==> src/rar_pkg.sv <==
// Shared types and constants for the rational add-and-reduce block.
package rar_pkg;

  // Field widths of the request and response words.
  localparam int unsigned NUM_W  = 32;
  localparam int unsigned DEN_W  = 31;
  // Width of the exact intermediates (products, sum, divider operands).
  localparam int unsigned WIDE_W = 64;
  // Divider step counter, able to hold WIDE_W itself.
  localparam int unsigned CNT_W  = 7;
  // Count of common factors of two removed during the binary GCD.
  localparam int unsigned K_W    = 6;

  typedef struct packed {
    logic signed [NUM_W-1:0] lhs_numerator;
    logic        [DEN_W-1:0] lhs_denominator;
    logic signed [NUM_W-1:0] rhs_numerator;
    logic        [DEN_W-1:0] rhs_denominator;
  } req_t;

  typedef struct packed {
    logic signed [NUM_W-1:0] sum_numerator;
    logic        [DEN_W-1:0] sum_denominator;
    logic                    lhs_less;
    logic                    overflow;
  } rsp_t;

  // Which product the shared multiplier forms in a given cycle.
  typedef enum logic [1:0] {
    MUL_P1  = 2'b00,
    MUL_P2  = 2'b01,
    MUL_DEN = 2'b10
  } mul_sel_e;

  // Commands from the controller to the datapath.
  typedef struct packed {
    logic     load;
    logic     mul_en;
    mul_sel_e mul_sel;
    logic     sum_en;
    logic     gcd_init;
    logic     gcd_step;
    logic     shift_en;
    logic     div_start;
    logic     out_en;
  } cmd_t;

  // Status from the datapath to the controller.
  typedef struct packed {
    logic den_zero;
    logic num_zero;
    logic gcd_done;
    logic div_done;
  } sts_t;

endpackage

==> src/rar_ctrl.sv <==
// Controller: sequences the datapath through one word from start to result.
module rar_ctrl (
  input  logic          clk_i,
  input  logic          rst_ni,
  input  logic          start_i,
  input  rar_pkg::sts_t sts_i,
  output rar_pkg::cmd_t cmd_o,
  output logic          busy_o,
  output logic          done_o
);

  typedef enum logic [10:0] {
    S_IDLE   = 11'b000_0000_0001,
    S_MUL0   = 11'b000_0000_0010,
    S_MUL1   = 11'b000_0000_0100,
    S_MUL2   = 11'b000_0000_1000,
    S_SUM    = 11'b000_0001_0000,
    S_MAG    = 11'b000_0010_0000,
    S_GCD    = 11'b000_0100_0000,
    S_SHIFT  = 11'b000_1000_0000,
    S_DSTART = 11'b001_0000_0000,
    S_DIV    = 11'b010_0000_0000,
    S_DONE   = 11'b100_0000_0000
  } state_e;

  state_e state_q, state_d;
  logic   done_q;

  // Next state and the commands issued in each state.
  always_comb begin
    state_d = state_q;
    cmd_o   = '0;
    case (state_q)
      S_IDLE: begin
        if (start_i) begin
          cmd_o.load = 1'b1;
          state_d    = S_MUL0;
        end
      end
      S_MUL0: begin
        cmd_o.mul_en  = 1'b1;
        cmd_o.mul_sel = rar_pkg::MUL_P1;
        state_d       = S_MUL1;
      end
      S_MUL1: begin
        cmd_o.mul_en  = 1'b1;
        cmd_o.mul_sel = rar_pkg::MUL_P2;
        state_d       = S_MUL2;
      end
      S_MUL2: begin
        cmd_o.mul_en  = 1'b1;
        cmd_o.mul_sel = rar_pkg::MUL_DEN;
        state_d       = S_SUM;
      end
      S_SUM: begin
        cmd_o.sum_en = 1'b1;
        state_d      = S_MAG;
      end
      S_MAG: begin
        // A zero denominator or a zero sum needs no reduction.
        if (sts_i.den_zero || sts_i.num_zero) begin
          state_d = S_DONE;
        end else begin
          cmd_o.gcd_init = 1'b1;
          state_d        = S_GCD;
        end
      end
      S_GCD: begin
        if (sts_i.gcd_done) begin
          state_d = S_SHIFT;
        end else begin
          cmd_o.gcd_step = 1'b1;
        end
      end
      S_SHIFT: begin
        cmd_o.shift_en = 1'b1;
        state_d        = S_DSTART;
      end
      S_DSTART: begin
        cmd_o.div_start = 1'b1;
        state_d         = S_DIV;
      end
      S_DIV: begin
        if (sts_i.div_done) begin
          state_d = S_DONE;
        end
      end
      S_DONE: begin
        cmd_o.out_en = 1'b1;
        state_d      = S_IDLE;
      end
      default: begin
        state_d = S_IDLE;
      end
    endcase
  end

  always_ff @(posedge clk_i or negedge rst_ni) begin
    if (!rst_ni) begin
      state_q <= S_IDLE;
      done_q  <= 1'b0;
    end else begin
      state_q <= state_d;
      done_q  <= (state_q == S_DONE);
    end
  end

  assign busy_o = (state_q != S_IDLE);
  assign done_o = done_q;

endmodule

==> config.mk <==
export PLATFORM = sky130hd
export DESIGN_NAME = rar_ctrl
export DESIGN_NICKNAME = d
export VERILOG_FILES = /design/src/rar_pkg.sv /design/src/rar_ctrl.sv
export SDC_FILE = /design/constraint.sdc
export NUM_CORES = 1
export LEC_CHECK = 0
export ABC_AREA = 1
export BUFFER_PORTS_ARGS = -buffer_cell sky130_fd_sc_hd__buf_4
export CAP_MARGIN = 20
export CORE_MARGIN = 3
export CORE_UTILIZATION = 54
export DETAILED_ROUTE_END_ITERATION = 10
export GPL_ROUTABILITY_DRIVEN = 0
export HOLD_SLACK_MARGIN = 0.12
export PLACE_DENSITY = 0.81
export SETUP_SLACK_MARGIN = 0.02
export SLEW_MARGIN = 20
export SYNTH_ARGS = -nofsm -noshare
export SYNTH_HDL_FRONTEND = slang
export SYNTH_SLANG_ARGS = --single-unit
==> constraint.sdc <==
create_clock -name clk_i -period 2.45 [get_ports clk_i]
set_input_delay 0.245 -clock clk_i [delete_from_list [all_inputs] [get_ports clk_i]]
set_output_delay 0.245 -clock clk_i [all_outputs]
set_load 0.01 [all_outputs]
Word level (Yosys, flattened, before mapping). Cells that the tools add are included.

Register bits after elaboration: 12. Input bits: 7. Output and inout port bits: 12. Word-level logic and storage cells: 35.

Eq/ne operators: 15. Mux-type cells: 16. Reduce and logical (&&, ||, !) cells: 2.

Operators with widths (count): $pmux 11 s10 (1); $mux 11 (4); $eq 11x1->1 const B (1); $eq 11x10->1 const B (1); $eq 11x11->1 const B (1); $eq 11x2->1 const B (1); $eq 11x3->1 const B (1); $eq 11x4->1 const B (1); $eq 11x5->1 const B (1); $eq 11x6->1 const B (1); $eq 11x7->1 const B (1); $eq 11x8->1 const B (1); $eq 11x9->1 const B (1); $ne 11x1->1 const B (1); $mux 1 (10); $pmux 3 s3 (1); $ne 2x2->1 const B (3); $reduce_and 3->1 (1); $logic_or 1x1->1 (1).

Logic depth before layout (Yosys ltp).
Depth after elaboration: 3. Gate-level depth with buffers: 8. Gate-level depth less buffers: 8.

Worst setup path before layout. Ideal clock, no wire load.

Kind: register to output. Start: register state_q[10]. End: output cmd_o[6] (netlist bit). Arrival time: 1.205 ns. Required time: 2.205 ns. Path slack: 1.000 ns. Cell stages (with the launch flop): 6. Path buffers: 0. Cell sequence: dfrtp_1 -> nor2_2 -> nand2_4 -> nor2_8 -> inv_2 -> nor4_1.

RTL lines: from (decl) (RTL line rar_ctrl.sv:26) `state_e state_q, state_d;`; from (signal assigned) (RTL line rar_ctrl.sv:103) `state_q <= state_d;`; to (decl) (RTL line rar_ctrl.sv:7) `output rar_pkg::cmd_t cmd_o,`.

==> results.cfg <==
[outcome]
status = completed

[pwr]
power_density_mw_per_mm2 = 804
leakagePower_nw = 0.569
pwr-share-seq_pct = 33.2
pwr-share-clk_pct = 21.1
power.switching_w = 0.000310
pwr-share-comb_pct = 45.6
p_int_w = 0.000458
sw_frac_of_total_pct = 40.3
ir_drop_v = 0.000622

[grt]
use_met3_pct = 2.90
grt_pass1_wl_mm = 2.76
grt_usage_pct = 19.5
grt-ovfl-total = 0
antenna_found_initial = 0
grtUsageMet1_pct = 21.4
grt_pass1_vias = 709
grt_max_degree = 13
busiest_layer = met2
met2_usage_pct = 36.6

[floorplan]
core_sq_mm = 0.00120
initial_core_util_pct = 62.9
rows = 12
dieArea_sq_mm = 0.00188
die_w_um = 43.4
io_pins = 19
die_h_um = 43.4

[clocking]
cts_root_buf = clkbuf_4
cts_made_buffers = 3
clk_pin_slew_ps = 80
insertion_delay_ps = 280
htreeDepth = 1
cts_tree = built
clock-sinks = 12
clk_path_buf_depth = 2

[drt]
wire_per_inst_um = 11.6
postRouteAntennaNets = 0
drcViolationCount = 0
first_iter_violations = 18
routed_wl_mm = 1.57
dr.pass1.iters = 4
vias = 672
via_per_inst = 4.98

[worst_setup_path]
slowest_delay_ps = 410
path_class = reg -> out
crit_slowest_cell = dfrtp_1
worstPathRequired_ps = 2200
end_kind = primary output
worstReg2RegStart = state_q[7]$_DFFE_PN0P_
arrival_ps = 1590
path_cells = nor2_1, nand2_2, nor2_8, inv_2, nor4_1, buf_4
worstPathMaxFanout = 5
crit_start = state_q[7]$_DFFE_PN0P_
cp-start-kind = register

[yosys]
synth-async-reset-ratio_pct = 100
synth_top_area_share_pct = 36.4
synth_area_per_cell_sq_um = 7.71
synthMostInstantiatedCell = inv_1
syn_nets = 105
synth_common_cells = inv_1, nand2_1, nor2_1, dfrtp_1, nor3_1
synth-seq-cells = 12
synthTopCellsByArea = dfrtp_1, inv_1, nand2_1
syn_inst = 98
yosys_warnings = 0
synth_top_area_cell = dfrtp_1
synth.distinct_cells = 17
ys_seq_area_share_pct = 39.9
syn-cell-area_sq_um = 756
synth-main-ff-cell = dfrtp_1
synth_edf_count = 0

[sta]
rsz0062_at_grt = false
post-route-min-period_ps = 1830
relSlewSlack_pct = 81.0
setup_viol = 0
setup_tns_ps = 0
fmax_mhz = 545
drv_slew = 0
hold_violations = 0
worst_slack_ps = 616
tightest_slew_ps = 283
final.setup_skew_ps = 5.85
fin_crit_sh_pct = 74.9

[worst_hold_path]
hp-start = start_i
hp-class = in -> reg

[layout]
multi_input_area_sq_um = 372
finish.net_count = 129
fillers = 92
diodes = 0
layout-drive-gt1-share_pct = 32.2
synthToLayoutAreaGrowth_pct = 26.3
seqCellArea_sq_um = 302

[flow_run]
maxCapViolations = 0

[place]
numPortBuffers = 18
dpl_worst_slack_ps = 922
dp_hpwl_mm = 1.26
[cells in the final DEF, fill, tap and decap left out]
| master | synthesis | final |
|---|---|---|
| a21oi_1 | 1 | 1 |
| nand2_2 | 5 | 5 |
| nor4_1 | 4 | 4 |
| nand2_1 | 16 | 16 |
| inv_1 | 21 | 21 |
| nand3b_1 | 2 | 2 |
| dfstp_2 | 1 | 1 |
| nand2_4 | 3 | 3 |
| nor2_4 | 3 | 3 |
| inv_2 | 1 | 1 |
| dfrtp_1 | 11 | 11 |
| nor2_2 | 2 | 2 |
| clkbuf_8 | 0 | 1 |
| nor2_8 | 2 | 2 |
| nand3_1 | 5 | 5 |
| dlygate4sd3_1 | 0 | 1 |
| o21ai_1 | 2 | 2 |
| nor2_1 | 12 | 12 |
| clkbuf_4 | 0 | 3 |
| nor3_1 | 7 | 7 |
| buf_4 | 0 | 18 |
[cells by family after synthesis]
family          after synthesis  synth area share [%]
compound gates                3                  1.99
flops                        12                  39.9
buf+inv                      22                  10.9
simple gates                 61                  47.2
[sequential cells by signal, indices dropped and copies added, names as in the netlist]
signal	cells
state_q	11
done_o	1
[per-layer routing]
layer  wire (um)  up-vias
li1            -      350
met1         640      302
met2         825       16
met3          69        4
met4          30        0
met5           0        -
[power groups by stage]
stage / Combinational [W] / Sequential, W / Clock, W
3_3_place_gp: 0.000347 / 0.000258 / 0
5_1_grt: 0.000390 / 0.000259 / 0.000173
2_1_floorplan: 0.000262 / 0.000255 / 0
6_report: 0.000350 / 0.000255 / 0.000162
3_5_place_dp: 0.000353 / 0.000259 / 0
4_1_cts: 0.000356 / 0.000255 / 0.000165
[area by class of cell]
cell class                 instances  area share, %
multi-input combinational         64           38.9
sequential                        12           31.6
timing repair buffer              19           15.2
inverter                          22           8.65
clock buffer                       4           3.80
tap                               14           1.83
[per-stage QoR]
stage               util (%)  hold WS, ps  cells  total power, W  instance area, sq um
floorplan                  -        -50.6     98        0.000517                   756
global placement        75.6         91.4    130        0.000604                   908
detailed placement      75.6         93.6    130        0.000612                   908
CTS                     79.5          224    135        0.000777                   955
global route            79.5          244    135        0.000822                   955
finish                  79.5          223    135        0.000767                   955
[worst paths after layout]
path | depth (start not counted) | slack (ps) | end
setup / recovery | 6 | 620 | cmd_o[7]
hold / removal | 3 | 220 | state_q[1]$_DFFE_PN0P_
setup reg to reg | 6 | 1140 | state_q[10]$_DFFE_PN0P_
hold reg to reg | 1 | 540 | state_q[3]$_DFFE_PN0P_
max in group asynchronous | 2 | 1890 | state_q[0]$_DFFE_PN1P_
min in group asynchronous | 2 | 330 | state_q[5]$_DFFE_PN0P_
[worst max-delay path, delay by kind of cell, from the launching register on]
family,cells,cell delay [ps]
buf+inv,2,240
flops,1,410
simple gates,4,660
[repair_timing]
action                                  4_1_cts  5_1_grt
endpoints found under the hold margin        12        0
hold buffers                                  1        0
resized for setup                             0        0
endpoints found under the setup margin        0        0
buffers inserted                              0        0
No activity file was read; power rests on OpenSTA's default activity.
